**src/rtl/core/tmat_pkg.sv**
```systemverilog
`default_nettype none
package tmat_pkg;
  localparam int TABLE_DEPTH = 32;
  localparam int MAX_SAMPLES = 64;
  localparam int IDX_W = $clog2(TABLE_DEPTH);
  localparam int CNT_W = $clog2(MAX_SAMPLES + 1);
  localparam int TOT_W = 16 + CNT_W;
  localparam logic [6:0] MIN_COUNT = 7'd3;
  localparam logic [15:0] CODE_MAX = 16'hFFFF;
  localparam logic [0:0] REG_SAMPLE_COUNT = 1'b0;
  localparam logic [0:0] REG_TABLE_SIZE = 1'b1;
  localparam logic FUNC_ENTRY = 1'b0;

  typedef enum logic [3:0] {
    ST_IDLE, ST_MDIV, ST_RDLO, ST_RDHI, ST_CHKLO, ST_CHKHI,
    ST_RDMID, ST_CMPMID, ST_RDLOW2, ST_RDHIGH2, ST_BRK, ST_MUL, ST_TDIV, ST_FIN, ST_OUT
  } state_t;
endpackage
`default_nettype wire

```
**src/rtl/core/trimmed_mean_adc_to_temperature_core.sv**
```systemverilog
// channel | dir | handshake            | payload
// s_axis  | in  | tvalid/tready        | tdata: entry_index, entry_code, entry_temp, sample;
//         |     |                      | tuser: func
// m_axis  | out | tvalid/tready        | tdata: mean_code, temperature
// cfg     | in  | cfg_we (no wait)     | cfg_index, cfg_data
// table writes and non-final samples are accepted while idle. the final sample of a
// conversion runs a serial mean division, end checks against the first and last
// table entries, a binary search over the table memory (a probe is ST_RDMID then
// ST_CMPMID), three bracket states, one multiply, a serial division and a
// saturation step; it stops early at an end entry or an exact code match.
// rst is synchronous; the table memory is not cleared. input is held off while
// a conversion runs or a result waits to be taken.
`default_nettype none
module trimmed_mean_adc_to_temperature_core (
  input  wire logic        clk,
  input  wire logic        rst,
  input  wire logic        s_axis_tvalid,
  output logic             s_axis_tready,
  // [4:0] entry_index, [20:5] entry_code, [36:21] entry_temp, [52:37] sample
  input  wire logic [55:0] s_axis_tdata,
  // [0] func
  input  wire logic        s_axis_tuser,
  output logic             m_axis_tvalid,
  input  wire logic        m_axis_tready,
  // [15:0] mean_code, [31:16] temperature
  output logic [31:0]      m_axis_tdata,
  input  wire logic        cfg_we,
  input  wire logic        cfg_index,
  input  wire logic [6:0]  cfg_data
);
  localparam int IW = tmat_pkg::IDX_W;
  localparam int TW = tmat_pkg::TOT_W;

  logic [6:0] sample_count;
  logic [5:0] table_size;
  logic [31:0] mem [tmat_pkg::TABLE_DEPTH];
  logic [31:0] rd;
  logic [IW-1:0] raddr;
  logic        wen;

  tmat_pkg::state_t state, state_next;
  logic [TW-1:0] total;
  logic [15:0] largest, smallest, mean;
  logic [tmat_pkg::CNT_W-1:0] taken;
  logic [6:0] need;
  logic [IW:0] n;
  logic signed [IW+1:0] low, high, mid;
  logic signed [IW+1:0] mid_dn, mid_up, last_idx;
  logic [31:0] lo_e, hi_e;
  logic signed [15:0] result;
  // shared serial divider
  logic [47:0] rem, quo, dvs;
  logic        neg;
  logic [5:0]  dcnt;
  logic signed [16:0] dtemp, dcode;
  logic signed [33:0] prod;

  logic s_acc, is_last;
  logic [15:0] s;
  assign s = s_axis_tdata[52:37];
  assign s_axis_tready = (state == tmat_pkg::ST_IDLE);
  assign s_acc = s_axis_tvalid && s_axis_tready;

  always_comb begin
    need = sample_count;
    if (need > 7'(tmat_pkg::MAX_SAMPLES)) need = 7'(tmat_pkg::MAX_SAMPLES);
    if (need < tmat_pkg::MIN_COUNT) need = tmat_pkg::MIN_COUNT;
    n = (table_size == 6'd0) ? (IW+1)'(1) : (table_size > 6'(tmat_pkg::TABLE_DEPTH)) ?
        (IW+1)'(tmat_pkg::TABLE_DEPTH) : table_size[IW:0];
  end
  assign is_last = (7'(taken) + 7'd1) >= need;

  assign mid_dn = mid - (IW+2)'(1);
  assign mid_up = mid + (IW+2)'(1);
  assign last_idx = (IW+2)'(n) - (IW+2)'(1);

  always_ff @(posedge clk) begin
    if (rst) begin
      sample_count <= tmat_pkg::MIN_COUNT;
      table_size <= 6'd1;
    end else if (cfg_we) begin
      if (cfg_index == tmat_pkg::REG_SAMPLE_COUNT) sample_count <= cfg_data;
      else table_size <= cfg_data[5:0];
    end
  end

  assign wen = s_acc && s_axis_tuser == tmat_pkg::FUNC_ENTRY;
  always_ff @(posedge clk) begin
    if (wen) mem[s_axis_tdata[IW-1:0]] <= s_axis_tdata[36:5];
    rd <= mem[raddr];
  end

  // first entry is read in ST_RDLO, last entry in ST_CHKLO
  always_comb begin
    unique case (state)
      tmat_pkg::ST_CHKLO: raddr = IW'(n - 1);
      tmat_pkg::ST_RDMID: raddr = mid[IW-1:0];
      tmat_pkg::ST_RDLOW2: raddr = low[IW-1:0];
      tmat_pkg::ST_RDHIGH2: raddr = high[IW-1:0];
      default: raddr = '0;
    endcase
  end

  always_comb begin
    state_next = state;
    unique case (state)
      tmat_pkg::ST_IDLE:
        if (s_acc && s_axis_tuser != tmat_pkg::FUNC_ENTRY && is_last)
          state_next = tmat_pkg::ST_MDIV;
      tmat_pkg::ST_MDIV: if (dcnt == 6'd0) state_next = tmat_pkg::ST_RDLO;
      tmat_pkg::ST_RDLO: state_next = tmat_pkg::ST_RDHI;
      tmat_pkg::ST_RDHI: state_next = tmat_pkg::ST_CHKLO;
      tmat_pkg::ST_CHKLO:
        state_next = (rd[15:0] >= mean) ? tmat_pkg::ST_OUT : tmat_pkg::ST_CHKHI;
      tmat_pkg::ST_CHKHI:
        state_next = (rd[15:0] <= mean) ? tmat_pkg::ST_OUT : tmat_pkg::ST_RDMID;
      tmat_pkg::ST_RDMID: state_next = tmat_pkg::ST_CMPMID;
      tmat_pkg::ST_CMPMID:
        if (rd[15:0] == mean) state_next = tmat_pkg::ST_OUT;
        else if ((rd[15:0] > mean && low > mid_dn) || (rd[15:0] < mean && mid_up > high))
          state_next = tmat_pkg::ST_RDLOW2;
        else state_next = tmat_pkg::ST_RDMID;
      tmat_pkg::ST_RDLOW2: state_next = tmat_pkg::ST_RDHIGH2;
      tmat_pkg::ST_RDHIGH2: state_next = tmat_pkg::ST_BRK;
      tmat_pkg::ST_BRK:
        state_next = (lo_e[15:0] == rd[15:0]) ? tmat_pkg::ST_OUT : tmat_pkg::ST_MUL;
      tmat_pkg::ST_MUL: state_next = tmat_pkg::ST_TDIV;
      tmat_pkg::ST_TDIV: if (dcnt == 6'd0) state_next = tmat_pkg::ST_FIN;
      tmat_pkg::ST_FIN: state_next = tmat_pkg::ST_OUT;
      tmat_pkg::ST_OUT: if (m_axis_tready) state_next = tmat_pkg::ST_IDLE;
      default: state_next = tmat_pkg::ST_IDLE;
    endcase
  end

  always_comb begin
    m_axis_tvalid = (state == tmat_pkg::ST_OUT);
    m_axis_tdata = {result, mean};
  end

  logic [48:0] trial;
  assign trial = {1'b0, rem[46:0], quo[47]} - {1'b0, dvs};
  logic signed [34:0] tsum;
  assign tsum = 35'(signed'(hi_e[31:16])) +
                (neg ? -35'(signed'({1'b0, quo[33:0]})) : 35'(signed'({1'b0, quo[33:0]})));

  // code difference may be negative when the table is not ascending
  assign dtemp = 17'(signed'(lo_e[31:16])) - 17'(signed'(hi_e[31:16]));
  assign dcode = signed'({1'b0, mean}) - signed'({1'b0, hi_e[15:0]});
  assign prod = dtemp * dcode;

  always_ff @(posedge clk) begin
    if (rst) state <= tmat_pkg::ST_IDLE;
    else state <= state_next;
    if (rst) begin
      total <= '0; largest <= '0; smallest <= tmat_pkg::CODE_MAX; taken <= '0;
    end else if (s_acc && s_axis_tuser != tmat_pkg::FUNC_ENTRY) begin
      if (taken == '0) begin
        largest <= s; smallest <= s;
      end else if (s > largest) largest <= s;
      else if (s < smallest) smallest <= s;
      if (is_last) begin
        total <= '0; taken <= '0;
        // mean division setup: dividend total+s-max-min, divisor taken-1
        rem <= '0;
        dvs <= 48'(taken) - 48'd1;
        dcnt <= 6'(TW - 1);
        if (taken == '0) quo <= {TW'(0), (48-TW)'(0)};
        else if (s > largest) quo <= {TW'(total - TW'(smallest)), (48-TW)'(0)};
        else if (s < smallest) quo <= {TW'(total - TW'(largest)), (48-TW)'(0)};
        else quo <= {TW'(total + TW'(s) - TW'(largest) - TW'(smallest)), (48-TW)'(0)};
      end else begin
        total <= total + TW'(s);
        taken <= taken + 1'b1;
      end
    end
    unique case (state)
      tmat_pkg::ST_MDIV, tmat_pkg::ST_TDIV: begin
        if (!trial[48]) begin
          rem <= trial[47:0]; quo <= {quo[46:0], 1'b1};
        end else begin
          rem <= {rem[46:0], quo[47]}; quo <= {quo[46:0], 1'b0};
        end
        if (dcnt != 6'd0) dcnt <= dcnt - 1'b1;
        if (state == tmat_pkg::ST_MDIV && dcnt == 6'd0)
          mean <= !trial[48] ? {quo[14:0], 1'b1} : {quo[14:0], 1'b0};
      end
      tmat_pkg::ST_CHKLO: begin
        result <= signed'(rd[31:16]);
        low <= '0; high <= last_idx; mid <= last_idx >>> 1;
      end
      tmat_pkg::ST_CHKHI: result <= signed'(rd[31:16]);
      tmat_pkg::ST_CMPMID: begin
        result <= signed'(rd[31:16]);
        if (rd[15:0] > mean) begin
          high <= mid_dn[IW+1] ? '0 : mid_dn;
          mid <= (low + mid_dn) >>> 1;
        end else begin
          low <= (mid_up > last_idx) ? last_idx : mid_up;
          mid <= (mid_up + high) >>> 1;
        end
      end
      tmat_pkg::ST_RDHIGH2: lo_e <= rd;
      tmat_pkg::ST_BRK: begin
        hi_e <= rd;
        result <= signed'(rd[31:16]);
      end
      tmat_pkg::ST_MUL: begin
        neg <= prod[33] ^ (lo_e[15:0] < hi_e[15:0]);
        quo <= {(prod[33] ? 34'(-prod) : 34'(prod)), 14'd0};
        rem <= '0;
        dvs <= 48'((lo_e[15:0] < hi_e[15:0]) ? hi_e[15:0] - lo_e[15:0] : lo_e[15:0] - hi_e[15:0]);
        dcnt <= 6'd33;
      end
      tmat_pkg::ST_FIN:
        result <= (tsum > 35'sd32767) ? 16'sh7FFF :
                  (tsum < -35'sd32768) ? -16'sh8000 : tsum[15:0];
      default: ;
    endcase
  end

  a_out_hold: assert property (@(posedge clk) disable iff (rst)
    m_axis_tvalid && !m_axis_tready |=> m_axis_tvalid && $stable(m_axis_tdata))
    else $error("result changed while stalled");
  a_no_accept_busy: assert property (@(posedge clk) disable iff (rst)
    m_axis_tvalid |-> !s_axis_tready)
    else $error("input taken while result pending");
  a_taken_bound: assert property (@(posedge clk) disable iff (rst)
    7'(taken) < 7'(tmat_pkg::MAX_SAMPLES))
    else $error("sample count overrun");
endmodule
`default_nettype wire
```
**config.mk**
```make
export PLATFORM = sky130hd
export DESIGN_NAME = trimmed_mean_adc_to_temperature_core
export DESIGN_NICKNAME = d
export VERILOG_FILES = /design/src/rtl/core/tmat_pkg.sv /design/src/rtl/core/trimmed_mean_adc_to_temperature_core.sv
export SDC_FILE = /design/constraint.sdc
export NUM_CORES = 2
export LEC_CHECK = 0
export ABC_AREA = 1
export BUFFER_PORTS_ARGS = -buffer_cell sky130_fd_sc_hd__buf_2
export CAP_MARGIN = 20
export CORE_MARGIN = 5
export CORE_UTILIZATION = 28
export CTS_CLUSTER_DIAMETER = 120
export DETAILED_ROUTE_END_ITERATION = 10
export GPL_TIMING_DRIVEN = 1
export PLACE_DENSITY_LB_ADDON = 0.1
export SYNTH_ARGS = -nofsm -noshare
export SYNTH_HDL_FRONTEND = slang
export SYNTH_SLANG_ARGS = --single-unit
```
**constraint.sdc**
```tcl
create_clock -name clk -period 9.6 [get_ports clk]
set_input_delay 0.96 -clock clk [delete_from_list [all_inputs] [get_ports clk]]
set_output_delay 0.96 -clock clk [all_outputs]
set_load 0.05 [all_outputs]
```
==> metrics <==
CP startpoint hi_e[0]; Pwr Total 0.0319 W; setup tns final 0 ns; first-pass GRT wire length 430 mm; Pins Over Slew Limit 0; Seq/Total Area, Yosys 0.469; Max VDD drop 0.645 mV; layout cell share with drive strength beyond 1 0.0597; Setup crit end kind register; Avg Cell Area, Syn 9.03 um2; TritonCTS clock tree yes; Routed Antenna Nets 0; max-capacitance violation count 0; CP startpoint kind register; WS Path Type reg2reg; count leader, synth nand2_1; CTS root buf clkbuf_16; Hold/Removal Path Class in2reg; row count 202; clk sinks 1370; CP max-delay cell fa_1; DR pass1 iterations 5; DIE WIDTH 562 um; Initial Util 0.281; initial antenna violation count 36; Syn. warnings 0; Unique masters post-synth 66; crit-path max cell delay 0.56 ns; CTS Buf Count 169; count of input and output buffers 100; post-synth top area cell edfxtp_1; hold_ws 0.383 ns; CP Max Fanout 7; critical path required time 10.05 ns; max_slew headroom 0.275; switching share of power 0.499; DR WL/cell 21.3 um; share of the synthesized area in the top cell type 0.441; clock power share 0.190; synth cell count leaders nand2_1, inv_1, edfxtp_1; Placer Congestion 0.893; Reg2Reg Setup Slack 0.51 ns; Pleak 40.3 nW; Slew @ Worst Pin 1.08 ns; P_int 0.0160 W; register share of total power 0.220; H-tree depth 4; via count 64300; RSZ-0062 raised after global routing no; worst path arrival time 9.54 ns; worst r2r src hi_e[0]; Post-Layout Inst Area 95800 um2; fin nets 10300; Die Y 562 um; DP Area 90600 um2; Top-Level Pins 104; Synth Register Bits 1370; post-synth net total 10200; clk_skew 0.127 ns; combinational fraction of design power 0.590; hold_buf cts 0; Core Box Area 303000 um2; prevailing post-synth register cell edfxtp_1; pin count of the biggest net entering global routing 196; clock buffer depth 4; period utilization 0.946; top cell family by delay on the critical path adder cells; FFs w/ async S/R, synth 0; Final Hold Violating Endpoints 0; pwr dens 333 nW/um2; PostCTS Resize Cnt 0; Post-synth EDFFs 1253; synthesis-to-finish area growth 12.4%; post-route insts no fill 13600; hold wc startpoint cfg_data[1]; Via density 4.72; Iter 0 DRT Violations 4600; dpl hpwl 202 mm; WP buf/inv 7; Placed Instances 13300; Worst-path clk slew 0.06 ns; Final Setup Violations 0; Fmax 110 MHz; sw power 0.0159 W; DRC viols 0; vias in the first global route 63800; Synth area leaders edfxtp_1, nand2_1, fa_1; Worst-Skew Late Latency 0.87 ns; GR Util All Layers 0.180; Setup Fix Bufs, Post-CTS 0; Gate Count Post-Synth 9445; total wire length 291 mm; status finished, final reports clean; Tmin final 9.09 ns; Post-Syn Area 85200 um2; die area 316000 um2; grt total ovfl 0
## metal layers
metal	GRT usage	vias to the layer above	share of wire
met3	0.0183	308	0.035
met5	0	-	0.00027
met2	0.307	1102	0.48
met4	0.0349	12	0.019
li1	-	31500	-
met1	0.250	31400	0.47
## tightest hold or removal path: stages
cell,delay [ns]
buf_2,0.10
nand2_1,0.05
nand3_1,0.07
## power groups by stage
stage               clock (W)  combinational, W  sequential [W]
global placement            0            0.0190         0.00712
CTS                   0.00628            0.0190         0.00700
detailed placement          0            0.0188         0.00712
floorplan                   0            0.0127         0.00707
finish                0.00606            0.0188         0.00700
global route          0.00651            0.0213         0.00702
## sequential cells by signal, indices dropped and copies added (netlist names), 17 cells and up
signal / count
dvs: 17
hi_e: 32
lo_e: 32
mem: 1024
quo: 48
rd: 32
rem: 47
total: 23
## per-stage QoR
| stage | setup WS, ns | utilization |
|---|---|---|
| after floorplan | 1.58 | - |
| after global placement | 0.462 | 0.299 |
| after detailed placement | 0.397 | 0.299 |
| after CTS | 0.410 | 0.316 |
| after global routing | 0.00737 | 0.316 |
| final | 0.515 | 0.316 |
## kinds of logic after synthesis
family	Yosys count	synth area share
buffers and inverters	1984	0.0903
AO/OA/AOI/OAI	1667	0.115
adder cells (fa/ha/maj)	718	0.134
flip-flops	1370	0.469
other	1	0.0000440
AND/OR/NAND/NOR	3465	0.167
XOR/XNOR	240	0.0247
## layout by cell type (no fill, tap or decap), types with 100 or more instances in the layout
| cell | count |
|---|---|
| o211ai_1 | 406 |
| inv_1 | 1624 |
| buf_4 | 128 |
| fa_1 | 324 |
| dfxtp_1 | 117 |
| clkbuf_16 | 171 |
| nand3_1 | 544 |
| edfxtp_1 | 1253 |
| nor2_1 | 632 |
| nand2_1 | 2023 |
| ha_1 | 392 |
| a21oi_1 | 570 |
| buf_2 | 100 |
| o21ai_0 | 511 |
| xor2_1 | 171 |
## final timing paths
kind,depth (start not counted),end
hold / removal,3,sample_count[1]
hold reg to reg,2,sample_count[3]
setup / recovery,35,quo[30]
setup reg to reg,35,quo[30]
## layout make-up
| type | instances | area (um2) |
|---|---|---|
| Fill cell | 31600 | 207000 |
| Inverter | 1658 | 6250 |
| Tap cell | 3978 | 4980 |
| Sequential cell | 1370 | 40000 |
| Clock inverter | 73 | 577 |
| Clock buffer | 220 | 4560 |
| Timing Repair Buffer | 232 | 1540 |
| Antenna cell | 13 | 32.5 |
| Multi-Input combinational cell | 6091 | 37900 |
(Power assumes the default switching activity.)
